--- config.mk ---
export PLATFORM = sky130hd
export DESIGN_NAME = advert_frame_deframer
export DESIGN_NICKNAME = d
export VERILOG_FILES = /design/src/rtl/afd_pkg.sv /design/src/rtl/advert_frame_deframer.sv /design/src/rtl/afd_parser.sv
export SDC_FILE = /design/constraint.sdc
export NUM_CORES = 1
export LEC_CHECK = 0
export BUFFER_PORTS_ARGS = -buffer_cell sky130_fd_sc_hd__clkbuf_2
export CAP_MARGIN = 20
export CORE_MARGIN = 2
export CORE_UTILIZATION = 55
export DETAILED_ROUTE_END_ITERATION = 12
export PLACE_DENSITY = 0.75
export SYNTH_ARGS = -nofsm -noshare
export SYNTH_HDL_FRONTEND = slang
export SYNTH_HIERARCHICAL = 1
export SYNTH_SLANG_ARGS = --single-unit
export TNS_END_PERCENT = 10
--- constraint.sdc ---
create_clock -name clk_i -period 18.35 [get_ports clk_i]
set_input_delay 2.7525 -clock clk_i [delete_from_list [all_inputs] [get_ports clk_i]]
set_output_delay 2.7525 -clock clk_i [all_outputs]
set_load 0.1 [all_outputs]
--- src/rtl/afd_pkg.sv ---
// Shared types and constants for the advert frame deframer.
package afd_pkg;

  localparam int unsigned PhaseW = 3;
  localparam int unsigned AddrW  = 48;
  localparam int unsigned ByteW  = 8;

  localparam logic [PhaseW-1:0] PH_HUNT   = 3'd0;
  localparam logic [PhaseW-1:0] PH_GOT_A  = 3'd1;
  localparam logic [PhaseW-1:0] PH_GOT_AD = 3'd2;
  localparam logic [PhaseW-1:0] PH_ADDR   = 3'd3;
  localparam logic [PhaseW-1:0] PH_LEN    = 3'd4;
  localparam logic [PhaseW-1:0] PH_DATA   = 3'd5;

  localparam logic [ByteW-1:0] MARK_A = 8'h41;
  localparam logic [ByteW-1:0] MARK_D = 8'h44;
  localparam logic [ByteW-1:0] MARK_V = 8'h56;

  localparam logic [ByteW-1:0] ADDR_BYTES = 8'd6;

  typedef struct packed {
    logic [ByteW-1:0] byte_index;
    logic [ByteW-1:0] payload_byte;
    logic [ByteW-1:0] frame_length;
    logic [AddrW-1:0] device_address;
    logic             empty_frame;
    logic             last_of_frame;
  } afd_result_t;

endpackage

--- src/rtl/advert_frame_deframer.sv ---
// Top level of the advert frame deframer: parser plus registered output with skid stage.
//
// Takes one byte per cycle whenever the output side is not stalled for two results.
// Each byte is parsed in the cycle it is accepted; a payload or empty-frame result
// is registered in the output register, or in the skid register while the output
// is stalled. s_axis_tready_o stays high until the skid register holds a result.
// Bytes before the marker "ADV" are dropped; marker and address bytes give no output
// transaction, and a length byte gives one only when it is zero (empty frame).
module advert_frame_deframer import afd_pkg::*; (
  input  logic        clk_i,
  input  logic        rst_ni,
  input  logic        s_axis_tvalid_i,
  output logic        s_axis_tready_o,
  input  logic [7:0]  s_axis_tdata_i,   // [7:0] rx_byte
  output logic        m_axis_tvalid_o,
  input  logic        m_axis_tready_i,
  // [47:0] device_address, [55:48] frame_length, [63:56] payload_byte,
  // [71:64] byte_index
  output logic [71:0] m_axis_tdata_o,
  output logic        m_axis_tuser_o,   // [0] empty_frame
  output logic        m_axis_tlast_o    // last_of_frame
);

  logic        accept;
  logic        res_valid;
  afd_result_t res;
  logic        out_vld_q, out_vld_d;
  afd_result_t out_q, out_d;
  logic        skid_vld_q, skid_vld_d;
  afd_result_t skid_q, skid_d;
  logic        out_free;

  assign s_axis_tready_o = !skid_vld_q;
  assign accept          = s_axis_tvalid_i && s_axis_tready_o;

  afd_parser u_parser (
    .clk_i       (clk_i),
    .rst_ni      (rst_ni),
    .step_i      (accept),
    .rx_byte_i   (s_axis_tdata_i),
    .res_valid_o (res_valid),
    .res_o       (res)
  );

  assign out_free = m_axis_tready_i || !out_vld_q;

  always_comb begin
    out_vld_d  = out_vld_q;
    out_d      = out_q;
    skid_vld_d = skid_vld_q;
    skid_d     = skid_q;
    if (out_free) begin
      if (skid_vld_q) begin
        out_vld_d  = 1'b1;
        out_d      = skid_q;
        skid_vld_d = 1'b0;
      end else begin
        out_vld_d = res_valid;
        out_d     = res;
      end
    end else if (res_valid) begin
      skid_vld_d = 1'b1;
      skid_d     = res;
    end
  end

  always_ff @(posedge clk_i or negedge rst_ni) begin
    if (!rst_ni) begin
      out_vld_q  <= 1'b0;
      skid_vld_q <= 1'b0;
    end else begin
      out_vld_q  <= out_vld_d;
      skid_vld_q <= skid_vld_d;
    end
  end

  always_ff @(posedge clk_i) begin
    out_q  <= out_d;
    skid_q <= skid_d;
  end

  assign m_axis_tvalid_o = out_vld_q;
  assign m_axis_tdata_o  = {out_q.byte_index, out_q.payload_byte,
                            out_q.frame_length, out_q.device_address};
  assign m_axis_tuser_o  = out_q.empty_frame;
  assign m_axis_tlast_o  = out_q.last_of_frame;

endmodule

--- src/rtl/afd_parser.sv ---
// Frame header parser: marker hunt, address and length capture, payload tagging.
module afd_parser import afd_pkg::*; (
  input  logic              clk_i,
  input  logic              rst_ni,
  input  logic              step_i,
  input  logic [ByteW-1:0]  rx_byte_i,
  output logic              res_valid_o,
  output afd_result_t       res_o
);

  logic [PhaseW-1:0] phase_q, phase_d;
  logic [AddrW-1:0]  addr_q, addr_d;
  logic [ByteW-1:0]  cnt_q, cnt_d;
  logic [ByteW-1:0]  len_q, len_d;
  logic [PhaseW-1:0] restart;
  logic [ByteW-1:0]  cnt_inc;
  logic              data_last;

  assign restart   = (rx_byte_i == MARK_A) ? PH_GOT_A : PH_HUNT;
  assign cnt_inc   = cnt_q + 8'd1;
  assign data_last = ({1'b0, cnt_q} + 9'd1) >= {1'b0, len_q};

  always_comb begin
    phase_d     = phase_q;
    addr_d      = addr_q;
    cnt_d       = cnt_q;
    len_d       = len_q;
    res_valid_o = 1'b0;
    res_o.device_address = addr_q;
    res_o.frame_length   = len_q;
    res_o.payload_byte   = '0;
    res_o.byte_index     = '0;
    res_o.empty_frame    = 1'b0;
    res_o.last_of_frame  = 1'b0;
    unique case (phase_q)
      PH_GOT_A: begin
        phase_d = (rx_byte_i == MARK_D) ? PH_GOT_AD : restart;
      end
      PH_GOT_AD: begin
        if (rx_byte_i == MARK_V) begin
          phase_d = PH_ADDR;
          cnt_d   = '0;
          addr_d  = '0;
        end else begin
          phase_d = restart;
        end
      end
      PH_ADDR: begin
        addr_d = {addr_q[AddrW-ByteW-1:0], rx_byte_i};
        cnt_d  = cnt_inc;
        if (cnt_inc >= ADDR_BYTES) begin
          phase_d = PH_LEN;
        end
      end
      PH_LEN: begin
        len_d = rx_byte_i;
        cnt_d = '0;
        res_o.frame_length = rx_byte_i;
        if (rx_byte_i == '0) begin
          res_valid_o         = 1'b1;
          res_o.empty_frame   = 1'b1;
          res_o.last_of_frame = 1'b1;
          phase_d             = PH_HUNT;
        end else begin
          phase_d = PH_DATA;
        end
      end
      PH_DATA: begin
        res_valid_o         = 1'b1;
        res_o.payload_byte  = rx_byte_i;
        res_o.byte_index    = cnt_q;
        res_o.last_of_frame = data_last;
        if (data_last) begin
          phase_d = PH_HUNT;
          cnt_d   = '0;
        end else begin
          cnt_d = cnt_inc;
        end
      end
      default: begin
        phase_d = restart;
      end
    endcase
    if (!step_i) begin
      res_valid_o = 1'b0;
    end
  end

  always_ff @(posedge clk_i or negedge rst_ni) begin
    if (!rst_ni) begin
      phase_q <= PH_HUNT;
      addr_q  <= '0;
      cnt_q   <= '0;
      len_q   <= '0;
    end else if (step_i) begin
      phase_q <= phase_d;
      addr_q  <= addr_d;
      cnt_q   <= cnt_d;
      len_q   <= len_d;
    end
  end

endmodule
**Word-level counts from Yosys, hierarchy flattened**

Index checks and enable logic that the tools add are counted.

- Register bits after elaboration: 217
- Output and inout bits: 76
- Word-level logic and storage cells: 70

- Add/subtract/negate cells: 2
- Magnitude comparators: 2
- Eq/ne operators: 11
- Mux-type cells: 24
- Bitwise gates (word level): 1
- Reduce and logical (&&, ||, !) cells: 12

Operators with widths:

| kind | count |
|---|---|
| one-hot mux 48 bit (2 select lines) | 1 |
| 2-to-1 mux 74 bit | 1 |
| 2-to-1 mux 48 bit | 1 |
| one-hot mux 8 bit (4 select lines) | 1 |
| equality test 8 x 7 -> 1 bit, second input constant | 3 |
| 2-to-1 mux 8 bit | 3 |
| 2-to-1 mux 16 bit | 1 |
| 2-to-1 mux 3 bit | 5 |
| one-hot mux 3 bit (5 select lines) | 1 |
| adder 8 x 1 -> 9 bit, second input constant | 1 |
| >= comparator 9 x 8 -> 1 bit | 1 |
| AND reduction 3 bit | 3 |
| adder 8 x 1 -> 8 bit, second input constant | 1 |
| >= comparator 8 x 3 -> 1 bit, second input constant | 1 |
| zero test 8 bit | 1 |
| 2-to-1 mux 1 bit | 7 |
| equality test 3 x 2 -> 1 bit, second input constant | 2 |
| equality test 3 bit, second input constant | 2 |
| inequality test 2 x 1 -> 1 bit, second input constant | 3 |
| one-hot mux 1 bit (2 select lines) | 2 |
| nonzero test 2 bit | 2 |
| nonzero test 4 bit | 1 |
| equality test 3 x 1 -> 1 bit, second input constant | 1 |
| zero test 1 bit | 2 |
| 5 further kinds | 5 |

**Depth between registers and ports, before layout**

Gate-level depths: netlist of run 1.

- Depth after elaboration: 6
- Gate-level depth with buffers: 12
- Depth with buffers taken out: 11

**Hierarchy**

The synthesis of run 1 kept the hierarchy.

Modules (own cells, without submodules):

| module | instances | cells each | area each (sq um) | seq. area each (sq um) |
|---|---|---|---|---|
| advert_frame_deframer | 1 | 241 | 5540.3 | 4494.3 |
| afd_parser | 1 | 301 | 3279.4 | 1676.6 |

**Worst setup path after synthesis of run 1**

No wires, ideal clock.

- Kind: input to register
- Start point: in m_axis_tready_i
- End point: reg skid_q[0] (netlist name), enable pin
- Library setup time: 0.506 ns
- Arrival time: 7.849 ns
- Required time: 17.844 ns
- Path slack: 9.995 ns
- Cell stages on the path: 2
- Buffers on the path: 0
- Cells stage by stage: nand2b_1 nor2_1

- Longest elaborated chain between the ends: 3

RTL lines:

| element | line | text |
|---|---|---|
| from (decl) | advert_frame_deframer.sv:16 | `input logic m_axis_tready_i,` |
| logical OR 1 bit | advert_frame_deframer.sv:45 | `assign out_free = m_axis_tready_i \|\| !out_vld_q;` |
| NOT 1 bit (no line) | -- |  |
| AND reduction 2 bit (no line) | -- |  |
| to (signal assigned) | advert_frame_deframer.sv:79 | `skid_q <= skid_d;` |
| to (decl) | advert_frame_deframer.sv:30 | `afd_result_t skid_q, skid_d;` |

No other way between the ends.
A chain may end at the register's enable or synchronous reset.

**Worst setup path in the final report of run 1**

- Start point: in s_axis_tdata_i[5]
- End point: reg skid_q[66] (netlist name), enable pin

- Longest elaborated chain between the ends: 5

RTL lines:

| element | line | text |
|---|---|---|
| from (decl) | advert_frame_deframer.sv:14 | `input logic [7:0] s_axis_tdata_i,` |
| zero test 8 bit | afd_parser.sv:59 | `if (rx_byte_i == '0) begin` |
| 2-to-1 mux 1 bit | afd_parser.sv:59 |  |
| one-hot mux 1 bit (2 select lines) | afd_parser.sv:35 | `unique case (phase_q)` |
| 2-to-1 mux 1 bit | afd_parser.sv:84 | `if (!step_i) begin` |
| net res_valid | advert_frame_deframer.sv:25 | `logic res_valid;` |
| AND reduction 2 bit (no line) | -- |  |

The timed path passes the listed nets, and every way through them passes these cells.

==> metrics.md, run 1 <==
| Metric | Value |
|---|---|
| Total of warnings raised by yosys | `6` |
| Fin Setup TNS | `0 ps` |
| Endpoint of the worst hold-timing path | `skid_q[48]$_DFFE_PP_` |
| Instance count along the most critical hold path | `0` |
| Starting Density | `between 50% and 60%` |
| Max Clk Rate | `190 MHz` |
| Detailed router's first-iteration violation count | `around 440` |
| Proportion of register bits with asynchronous set or reset after synthesis | `between 30% and 40%` |
| R2R setup slack | `approximately 15000 ps` |
| Detailed-route wire length per cell | `~20 um` |
| Via density per instance | `between 5 and 6` |
| Post-Synthesis Mean Instance Area | `between 15 and 20 sq um` |
| HPWL after detailed placement | `slightly above 10000 um` |
| Pin count of the biggest net entering global routing | `78` |
| Endpoint arrival time on the critical path | `5390 ps` |
| Post-synth EDFFs | `~150` |
| Latest clock arrival within the worst-skew pair | `~500 ps` |
| Share of the yosys chip area belonging to registers | `a little over two thirds` |
| Cell at the root of the clock tree | `sky130_fd_sc_hd__clkbuf_16` |
| CTS Hold Bufs | `0` |
| Area of the mapped netlist | `between 0.008 and 0.009 sq mm` |
| Die area | `between 0.015 and 0.02 sq mm` |
| IR drop worst, VDD | `roughly 0.11 mV` |
| Core area | `0.0158 sq mm` |
| Max-slew violation total from the final report | `0` |
| Required @ worst endpoint | `approximately 18000 ps` |
| Nets | `between 600 and 700` |
| Dpl ws | `roughly 13000 ps` |
| R2R Path End | `skid_q[66]$_DFFE_PP_` |
| Die Height | `131 um` |
| Vias | `4945` |
| Horiz. Die Dim | `between 100 and 150 um` |
| Count of cells resized by post-cts repair | `0` |
| Clock tree from TritonCTS | `built` |
| Total number of placement rows | `46` |
| Final hold violation count | `0` |
| Fin crit share | `about 29%` |
| Inserted Clock Buffers | `22` |
| Post-Route Skew | `about 8.6 ps` |
| Outcome | `completed` |
| Leakage component of the power | `roughly 4.4 nW` |
| Final Routed Wirelength | `between 15000 and 20000 um` |
| Actual transition at the worst max-transition pin | `1090 ps` |
| Residual DRC count | `0` |
| Depth of the worst register-to-register path | `6` |
| Post-synthesis to final-layout area growth | `15.0%` |
| Synthesis-stage register bit count | `approximately 220` |
| Number of fill cells in the layout | `between 1000 and 1500` |
| Nature of the critical path endpoint | `flop` |
| Initial antenna violation count | `0` |
| Number of max-capacitance violations reported | `0` |
| Element type at the critical path start | `primary input` |
| Number of different library cells in the post-synthesis netlist | `between 50 and 60` |
| Number of sinks on the clock net | `between 200 and 250` |
| GRT Overall Usage | `between 20% and 30%` |
| IO Port Bufs | `87` |
| First-pass DRT Iterations | `6` |
| Unrepaired setup endpoints after global routing | `no` |
| Maximum fanout count along the critical path | `59` |
| Number of ports placed on the die boundary | `88` |
| Worst rel slew slack | `27.3%` |
| Maximum clock path buffer count | `3` |
| Maximum level of the CTS H-tree | `1` |
| Most common library cell in the layout ignoring fill and taps | `sky130_fd_sc_hd__edfxtp_1` |
| Startpoint of the most critical register-to-register path | `u_parser/phase_q[2]$_DFFE_PN0P_` |
| DRT antenna net count | `0` |
| Commonest cells after routing, fill and taps aside | `148 x sky130_fd_sc_hd__edfxtp_1, 86 x sky130_fd_sc_hd__clkbuf_2, 68 x sky130_fd_sc_hd__dfrtp_1, 52 x sky130_fd_sc_hd__a22o_1, 51 x sky130_fd_sc_hd__mux2_2` |
| Placer Congestion | `between 0.8 and 0.9` |
| Number of buffers inserted to repair setup after CTS | `0` |
| Nets in the synthesized netlist | `563` |
| Class of the tightest hold or removal check | `reg2reg` |
| Vias in the first global route | `~4900` |
| Final setup vio count | `0` |
| Most used flip-flop cell after synthesis | `sky130_fd_sc_hd__edfxtp_1` |
| Startpoint-to-endpoint class of the critical path | `in2reg` |
| Total power density per cell area | `~180 mW/mm^2` |
| Wire length of the first global-routing pass | `approximately 26000 um` |
| Number of standard cells after synthesis | `around 540` |
| Total inserted antenna cells | `0` |
| Layout cell share with drive strength beyond 1 | `between 30% and 40%` |
| Global-route congestion overflow total | `0` |
| Crit path time final | `5270 ps` |
| Clock edge transition at the registers on the reported setup and hold paths | `60 ps` |
| Startpoint of the worst hold path | `u_parser/addr_q[46]$_DFFE_PN0P_` |
| Final critical-path setup slack | `13080 ps` |
-- metrics by stage --
stage | power (mW) | hold slack, ps | utilization [%] | cell area [sq um] | cells
detailed placement | 1.40 | 468 | 59.7 | 9420 | 819
CTS | 1.83 | 486 | 64.2 | 10100 | 859
finish | 1.82 | 485 | 64.3 | 10100 | 860
global route | 1.89 | 495 | 64.3 | 10100 | 860
floorplan | 1.29 | 443 | - | 8820 | 542
global placement | 1.39 | 464 | 59.7 | 9420 | 819
-- cells by family (layout without fill, tap and decap cells) --
| logic type | after synthesis | after routing | share of synthesized area, % |
|---|---|---|---|
| fa+ha+maj | 9 | 9 | 1.28 |
| compound gates | 97 | 97 | 9.15 |
| flops | 217 | 217 | 70.0 |
| simple gates | 88 | 88 | 5.26 |
| xor+xnor | 5 | 5 | 0.497 |
| buf+inv | 47 | 149 | 2.62 |
| mux | 79 | 79 | 11.2 |
-- flip-flops by register name, summed over array words and instances (netlist names) --
signal            flops
u_parser/cnt_q        8
m_axis_tuser_o        1
m_axis_tlast_o        1
u_parser/addr_q      48
m_axis_tdata_o       72
u_parser/len_q        8
u_parser/phase_q      3
skid_vld_q            1
m_axis_tvalid_o       1
skid_q               74
-- metal layers --
layer / part of all wire [%] / global-route usage [%]
met1: 42 / 28.3
met2: 50 / 32.6
met3: 5.9 / 2.77
met4: 2.2 / 6.76
met5: 0 / 0
-- where the power goes --
part / leakage, nW / total [mW] / switching (mW) / internal, mW
clock: 0.348 / 0.431 / 0.175 / 0.256
combinational: 1.55 / 0.712 / 0.587 / 0.125
sequential: 2.47 / 0.678 / 0.0417 / 0.636
total: 4.36 / 1.82 / 0.804 / 1.02
-- worst max-delay path: stages --
cell and delay [ps]:
sky130_fd_sc_hd__clkbuf_2 120, sky130_fd_sc_hd__or3_4 430, sky130_fd_sc_hd__nor4_1 370, sky130_fd_sc_hd__nand3_1 190, sky130_fd_sc_hd__a21boi_0 290, sky130_fd_sc_hd__inv_1 110
sky130_fd_sc_hd__nor2_4 370, sky130_fd_sc_hd__buf_4 710
-- synthesized netlist by cell type, types with 4 or more instances --
cell type                    n  area share (%)
sky130_fd_sc_hd__o21ai_0    15            0.85
sky130_fd_sc_hd__clkbuf_1   12            0.51
sky130_fd_sc_hd__mux2_2     51             6.5
sky130_fd_sc_hd__inv_1      17            0.72
sky130_fd_sc_hd__or3_1       4            0.28
sky130_fd_sc_hd__a22o_1     52             5.2
sky130_fd_sc_hd__edfxtp_1  148              50
sky130_fd_sc_hd__xor2_1      4            0.40
sky130_fd_sc_hd__a211oi_1    4            0.34
sky130_fd_sc_hd__nand2_1    22            0.94
sky130_fd_sc_hd__nor2_1     15            0.64
sky130_fd_sc_hd__mux2_4     27             4.6
sky130_fd_sc_hd__nor2b_1     4            0.28
sky130_fd_sc_hd__and3_1     15             1.1
sky130_fd_sc_hd__buf_6       5            0.64
sky130_fd_sc_hd__dfrtp_1    69              20
sky130_fd_sc_hd__nand3_1     9            0.51
sky130_fd_sc_hd__buf_2      10            0.57
sky130_fd_sc_hd__nor4_1      4            0.28
sky130_fd_sc_hd__ha_1        9             1.3
-- layout make-up --
class / instances / area [sq um] / share of cell area (%)
Timing Repair Buffer: 92 / 488 / 4.81
Sequential cell: 217 / 6170 / 60.9
Multi-Input combinational cell: 278 / 2440 / 24.0
Clock inverter: 8 / 70.1 / 0.691
Inverter: 17 / 63.8 / 0.629
Tap cell: 216 / 270 / 2.66
Clock buffer: 32 / 639 / 6.30
-- how the worst max path moves through the flow --
stage                            startpoint              endpoint  slack, ps  depth (start not counted)
after global routing      s_axis_tdata_i[5]  skid_q[21]$_DFFE_PP_      12820                          8
after floorplan             m_axis_tready_i   skid_q[0]$_DFFE_PP_      10000                          2
after detailed placement  s_axis_tdata_i[5]  skid_q[69]$_DFFE_PP_      12580                          8
final                     s_axis_tdata_i[5]  skid_q[66]$_DFFE_PP_      13080                          8
after CTS                 s_axis_tdata_i[5]  skid_q[66]$_DFFE_PP_      13090                          8
after global placement    s_axis_tdata_i[5]  skid_q[66]$_DFFE_PP_      12680                          8
No activity file was read; power rests on OpenSTA's default activity.
==> inputs of run 2 (changes only) <==
==> constraint.sdc (replaced) <==
create_clock -name clk_i -period 5.3 [get_ports clk_i]
set_input_delay 0.795 -clock clk_i [delete_from_list [all_inputs] [get_ports clk_i]]
set_output_delay 0.795 -clock clk_i [all_outputs]
set_load 0.1 [all_outputs]
==> run 2 against run 1 <==
Worst hold slack got worse by 49 ps. Clock-buffer cell count rose by 4. Combinational power rose to 3.5 times the previous value. Critical path depth did not move. Sequential share of layout area barely moved. Core utilization barely moved. Critical path type unchanged. Largest cell class unchanged. Highest routed layer unchanged.
==> metrics.md, run 2 (synthesis gave the netlist of run 1 again) <==
| Metric | Value |
|---|---|
| Placed cell count | `~820` |
| Outcome | `completed` |
| Layout cell share with drive strength beyond 1 | `around a third` |
| First-pass DRT Iterations | `5` |
| Worst rel slew slack | `a little under a third` |
| Horiz. Die Dim | `131 um` |
| IR drop worst, VDD | `between 0.3 and 0.4 mV` |
| Total power | `6.29 mW` |
| DRT antenna net count | `0` |
| Die Height | `about 130 um` |
| Comb pwr share | `39.2%` |
| Sequential power share | `37.3%` |
| Number of sinks on the clock net | `about 220` |
| Die area | `0.0171 sq mm` |
| Global-route congestion overflow total | `0` |
| Number of flip-flops under the largest register name | `74` |
| Final setup vio count | `0` |
| Pin count of the biggest net entering global routing | `70` |
| IO Port Bufs | `87` |
| Total number of placement rows | `46` |
| Number of max-capacitance violations reported | `0` |
| Dpl ws | `between 1500 and 2000 ps` |
| Total power density per cell area | `a little over 600 mW/mm^2` |
| Max Clk Rate | `~310 MHz` |
| Net switching fraction of the power | `roughly 44%` |
| Most common library cell in the layout ignoring fill and taps | `sky130_fd_sc_hd__edfxtp_1` |
| Wire length of the first global-routing pass | `approximately 26000 um` |
| Nature of the critical path endpoint | `flop` |
| Vias in the first global route | `roughly 4700` |
| Total placed instance area | `about 0.0095 sq mm` |
| Maximum clock path buffer count | `3` |
| Post-Route Skew | `about 9.5 ps` |
| Area taken by flip-flops and latches | `around 0.0062 sq mm` |
| Cell at the root of the clock tree | `sky130_fd_sc_hd__clkbuf_16` |
| Unrepaired setup endpoints after global routing | `no` |
| Clock power frac | `between 20% and 30%` |
| Startpoint of the most critical register-to-register path | `u_parser/cnt_q[2]$_DFFE_PN0P_` |
| Number of cells in the finished layout apart from fillers | `roughly 860` |
| Depth of the worst register-to-register path | `9` |
| HPWL after detailed placement | `about 10000 um` |
| Commonest cells after routing, fill and taps aside | `148 x sky130_fd_sc_hd__edfxtp_1, 86 x sky130_fd_sc_hd__clkbuf_2, 68 x sky130_fd_sc_hd__dfrtp_1, 52 x sky130_fd_sc_hd__a22o_1, 51 x sky130_fd_sc_hd__mux2_2` |
| Register with the highest flop count | `skid_q` |
| Clock edge transition at the registers on the reported setup and hold paths | `approximately 60 ps` |
| R2R Path End | `m_axis_tlast_o$_DFFE_PP_` |
| Fin crit share | `60.3%` |
| Endpoint arrival time on the critical path | `around 3400 ps` |
| Final hold violation count | `0` |
| CTS Hold Bufs | `0` |
| Startpoint-to-endpoint class of the critical path | `in2reg` |
| Residual DRC count | `0` |
| Maximum level of the CTS H-tree | `1` |
| Detailed router's first-iteration violation count | `about 470` |
| Crit path time final | `3200 ps` |
| GRT Overall Usage | `approximately a fifth` |
| Total area of multi-input combinational cells | `~0.0024 sq mm` |
| Nets | `about 650` |
| Latest clock arrival within the worst-skew pair | `500 ps` |
| Total inserted antenna cells | `0` |
| Vias | `roughly 4900` |
| Cell area after layout | `a little over 0.01 sq mm` |
| Actual transition at the worst max-transition pin | `around 1000 ps` |
| Count of cells resized by post-cts repair | `0` |
| Max-slew violation total from the final report | `0` |
| Starting Density | `around 56%` |
| Initial antenna violation count | `0` |
| Clock tree from TritonCTS | `built` |
| Post-synthesis to final-layout area growth | `15.1%` |
| Detailed-route wire length per cell | `between 15 and 20 um` |
| Internal portion of total power | `roughly 3.5 mW` |
| Required @ worst endpoint | `5470 ps` |
| Core area | `~0.016 sq mm` |
| Element type at the critical path start | `primary input` |
| Via density per instance | `~5.7` |
| Fin Setup TNS | `0 ps` |
| Maximum fanout count along the critical path | `50` |
| Final Routed Wirelength | `approximately 16000 um` |
| Class of the tightest hold or removal check | `in2async` |
| Number of buffers inserted to repair setup after CTS | `0` |
| NetSw | `between 2 and 3 mW` |
| Inserted Clock Buffers | `22` |
| Number of fill cells in the layout | `between 1000 and 1500` |
| Final critical-path setup slack | `about 2100 ps` |
| Placer Congestion | `around 0.83` |
| Number of ports placed on the die boundary | `88` |
| R2R setup slack | `about 2300 ps` |
| Leakage component of the power | `~4.4 nW` |
[run 2: power by group through the flow]
stage          clock network (mW)  logic (mW)  registers, mW
2_1_floorplan                   0       0.617           3.84
3_3_place_gp                    0        2.45           2.37
3_5_place_dp                    0        2.48           2.38
4_1_cts                      1.51        2.48           2.35
5_1_grt                      1.58        2.57           2.38
6_report                     1.48        2.47           2.35
[run 2: through the flow]
step | utilization (%) | hold WS (ps)
4_1_cts | 64.4 | 452
3_3_place_gp | 59.9 | 465
5_1_grt | 64.4 | 497
6_report | 64.4 | 436
3_5_place_dp | 59.9 | 467
2_1_floorplan | - | 443
[run 2: worst max-delay path, cell delays in order]
cell and delay, ps:
sky130_fd_sc_hd__clkbuf_2 120, sky130_fd_sc_hd__or3_4 430, sky130_fd_sc_hd__nor4_1 390, sky130_fd_sc_hd__nand3_1 210, sky130_fd_sc_hd__a21boi_0 300, sky130_fd_sc_hd__inv_1 110, sky130_fd_sc_hd__nor2_4 600, sky130_fd_sc_hd__buf_12 360
[run 2: worst max path at each step]
stage	slack (ps)	start	depth (start not counted)	to
after floorplan	690	m_axis_tvalid_o$_DFFE_PN0P_	2	skid_q[0]$_DFFE_PP_
after global placement	1740	s_axis_tdata_i[5]	8	skid_q[50]$_DFFE_PP_
after detailed placement	1640	s_axis_tdata_i[5]	8	skid_q[53]$_DFFE_PP_
after CTS	2140	s_axis_tdata_i[5]	8	skid_q[32]$_DFFE_PP_
after global routing	1940	s_axis_tdata_i[5]	8	skid_q[38]$_DFFE_PP_
final	2100	s_axis_tdata_i[5]	8	skid_q[50]$_DFFE_PP_
[run 2: layout make-up]
| type | instances | area share, % |
|---|---|---|
| Tap cell | 216 | 2.66 |
| Sequential cell | 217 | 60.8 |
| Clock buffer | 36 | 6.45 |
| Multi-Input combinational cell | 278 | 24.0 |
| Clock inverter | 4 | 0.432 |
| Inverter | 17 | 0.629 |
| Timing Repair Buffer | 94 | 4.96 |
[run 2: routing by layer]
metal  up-vias  GRT usage (%)  wire length (um)
met5         -              0                 0
met4         0           5.76               323
met3        29           2.93               953
met2       184           32.0              8100
met1      2460           27.4              7090
li1       2251              -                 -
==> inputs of run 3 (changes only) <==
--- a/config.mk
+++ b/config.mk
@@ -8,9 +8,9 @@
 export BUFFER_PORTS_ARGS = -buffer_cell sky130_fd_sc_hd__clkbuf_2
 export CAP_MARGIN = 20
 export CORE_MARGIN = 2
-export CORE_UTILIZATION = 55
+export CORE_UTILIZATION = 53
 export DETAILED_ROUTE_END_ITERATION = 12
-export PLACE_DENSITY = 0.75
+export PLACE_DENSITY = 0.76
 export SYNTH_ARGS = -nofsm -noshare
 export SYNTH_HDL_FRONTEND = slang
 export SYNTH_HIERARCHICAL = 1
==> constraint.sdc (replaced) <==
create_clock -name clk_i -period 2.6 [get_ports clk_i]
set_input_delay 0.39 -clock clk_i [delete_from_list [all_inputs] [get_ports clk_i]]
set_output_delay 0.39 -clock clk_i [all_outputs]
set_load 0.1 [all_outputs]
==> run 3 against run 2 <==
Final area up 3.5%. Clock power increased by 110%. Clock skew is 4.8 ps higher. Critical path depth increased by 1. Routed wire length increased by 3.9%. Cell count increased by 3.4%. Setup slack got worse by 2000 ps. Sequential cell count unchanged. Worst hold slack lost 210 ps. Critical path type is now reg2reg.
==> metrics.md, run 3 (synthesis gave the netlist of run 1 again) <==
| Metric | Value |
|---|---|
| R2R setup slack | `approximately 110 ps` |
| Placed cell count | `850` |
| Clock tree from TritonCTS | `built` |
| Initial antenna violation count | `0` |
| Worst rel slew slack | `between 50% and 60%` |
| IR drop worst, VDD | `0.772 mV` |
| Unrepaired setup endpoints after global routing | `yes` |
| Startpoint-to-endpoint class of the critical path | `reg2reg` |
| Register with the highest flop count | `skid_q` |
| Via density per instance | `between 5 and 6` |
| Max Clk Rate | `around 400 MHz` |
| Total power density per cell area | `roughly 1300 mW/mm^2` |
| Total area of multi-input combinational cells | `0.00253 sq mm` |
| Total number of placement rows | `47` |
| Endpoint of the worst hold-timing path | `u_parser/addr_q[3]$_DFFE_PN0P_` |
| Post-synthesis to final-layout area growth | `19.1%` |
| Required @ worst endpoint | `about 2800 ps` |
| Clock edge transition at the registers on the reported setup and hold paths | `~70 ps` |
| Outcome | `completed` |
| Horiz. Die Dim | `133 um` |
| Element type at the critical path start | `flop` |
| Cell at the root of the clock tree | `sky130_fd_sc_hd__clkbuf_16` |
| Area taken by flip-flops and latches | `0.00618 sq mm` |
| Die area | `0.0177 sq mm` |
| Number of fill cells in the layout | `between 1000 and 1500` |
| Instance count along the most critical hold path | `2` |
| Actual transition at the worst max-transition pin | `686 ps` |
| Max-slew violation total from the final report | `0` |
| Nets | `676` |
| Total inserted antenna cells | `0` |
| Number of flip-flops under the largest register name | `74` |
| Die Height | `133 um` |
| Post-Route Skew | `14.3 ps` |
| Final setup vio count | `0` |
| Starting Density | `a little over half` |
| DRT antenna net count | `0` |
| Depth of the worst register-to-register path | `9` |
| Wire length of the first global-routing pass | `~28000 um` |
| Inserted Clock Buffers | `22` |
| Number of max-capacitance violations reported | `0` |
| Maximum level of the CTS H-tree | `1` |
| Final Routed Wirelength | `roughly 17000 um` |
| Total placed instance area | `about 0.0097 sq mm` |
| Latest clock arrival within the worst-skew pair | `about 500 ps` |
| Vias | `a little over 5000` |
| Number of cells in the finished layout apart from fillers | `891` |
| Cell area after layout | `0.0105 sq mm` |
| Number of buffers inserted to repair setup after CTS | `0` |
| Fin crit share | `95.9%` |
| Residual DRC count | `0` |
| GRT Overall Usage | `19.5%` |
| Leakage component of the power | `around 4.5 nW` |
| Vias in the first global route | `just over 5000` |
| Nature of the critical path endpoint | `flop` |
| Number of ports placed on the die boundary | `88` |
| R2R Path End | `m_axis_tlast_o$_DFFE_PP_` |
| Pin count of the biggest net entering global routing | `63` |
| Endpoint arrival time on the critical path | `between 2000 and 3000 ps` |
| Most common library cell in the layout ignoring fill and taps | `sky130_fd_sc_hd__edfxtp_1` |
| Global-route congestion overflow total | `0` |
| IO Port Bufs | `87` |
| Startpoint of the worst hold path | `s_axis_tdata_i[3]` |
| Placer Congestion | `~0.83` |
| Final hold violation count | `0` |
| Maximum clock path buffer count | `3` |
| Detailed router's first-iteration violation count | `approximately 440` |
| Commonest cells after routing, fill and taps aside | `148 x sky130_fd_sc_hd__edfxtp_1, 86 x sky130_fd_sc_hd__clkbuf_2, 66 x sky130_fd_sc_hd__dfrtp_1, 52 x sky130_fd_sc_hd__a22o_1, 51 x sky130_fd_sc_hd__mux2_2` |
| Class of the tightest hold or removal check | `in2reg` |
| First-pass DRT Iterations | `4` |
| Detailed-route wire length per cell | `19.2 um` |
| Crit path time final | `2490 ps` |
| Core area | `about 0.016 sq mm` |
| Startpoint of the most critical register-to-register path | `u_parser/cnt_q[1]$_DFFE_PN0P_` |
| Maximum fanout count along the critical path | `5` |
| Layout cell share with drive strength beyond 1 | `38.6%` |
| HPWL after detailed placement | `around 11000 um` |
| Number of sinks on the clock net | `around 220` |
[run 3: report_power, final]
group / switching [mW] / internal, mW
Sequential: 0.247 / 4.49
Combinational: 4.22 / 1.04
Clock: 1.27 / 1.90
[run 3: per-layer routing]
metal  GRT usage [%]  share of wire [%]
met5               0                  0
met4            6.09                2.4
met3            3.45                4.9
met2            34.0                 51
met1            25.2                 42
[run 3: critical path, stage by stage, from the launching register on]
cell	delay (ps)
sky130_fd_sc_hd__dfrtp_1	420
sky130_fd_sc_hd__nand3_2	90
sky130_fd_sc_hd__or2_4	250
sky130_fd_sc_hd__xnor2_2	140
sky130_fd_sc_hd__ha_1	320
sky130_fd_sc_hd__a21o_1	160
sky130_fd_sc_hd__o311a_2	420
sky130_fd_sc_hd__nor2_2	110
sky130_fd_sc_hd__o21ai_1	80
sky130_fd_sc_hd__mux2_2	260
[run 3: layout make-up]
class / instances / share of cell area (%)
clock inverters: 8 / 0.691
multi-input cells: 278 / 24.1
well taps: 220 / 2.62
repair buffers: 119 / 6.79
flip-flops and latches: 217 / 58.8
clock buffers: 32 / 6.40
inverters: 17 / 0.608
[run 3: through the flow]
step | setup TNS [ps] | util [%] | worst slack, ps | total power [mW] | hold WS, ps
2_1_floorplan | -16970 | - | -228 | 9.14 | 94.4
3_3_place_gp | 0 | 59.0 | 46.9 | 9.96 | 384
3_5_place_dp | -33.9 | 59.0 | -17.2 | 10.0 | 400
4_1_cts | 0 | 63.7 | 6.61 | 13.2 | 208
5_1_grt | -62.0 | 64.0 | -32.4 | 13.7 | 224
6_report | 0 | 64.0 | 107 | 13.2 | 223
[run 3: worst max-delay path by stage]
| stage | start | to |
|---|---|---|
| 4_1_cts | u_parser/cnt_q[0]$_DFFE_PN0P_ | m_axis_tlast_o$_DFFE_PP_ |
| 3_5_place_dp | u_parser/cnt_q[0]$_DFFE_PN0P_ | m_axis_tlast_o$_DFFE_PP_ |
| 3_3_place_gp | u_parser/cnt_q[0]$_DFFE_PN0P_ | m_axis_tlast_o$_DFFE_PP_ |
| 5_1_grt | u_parser/cnt_q[2]$_DFFE_PN0P_ | m_axis_tlast_o$_DFFE_PP_ |
| 6_report | u_parser/cnt_q[1]$_DFFE_PN0P_ | m_axis_tlast_o$_DFFE_PP_ |
| 2_1_floorplan | s_axis_tdata_i[5] | skid_q[0]$_DFFE_PP_ |
[run 3: timing repair]
| item | CTS | global route |
|---|---|---|
| hold buffers | 1 | 0 |
| hold endpoints to repair | 35 | 0 |
| gates resized for setup | 1 | 13 |
| endpoints found under the setup margin | 7 | 10 |
| pin swaps | 0 | 5 |
| cloned | 0 | 0 |
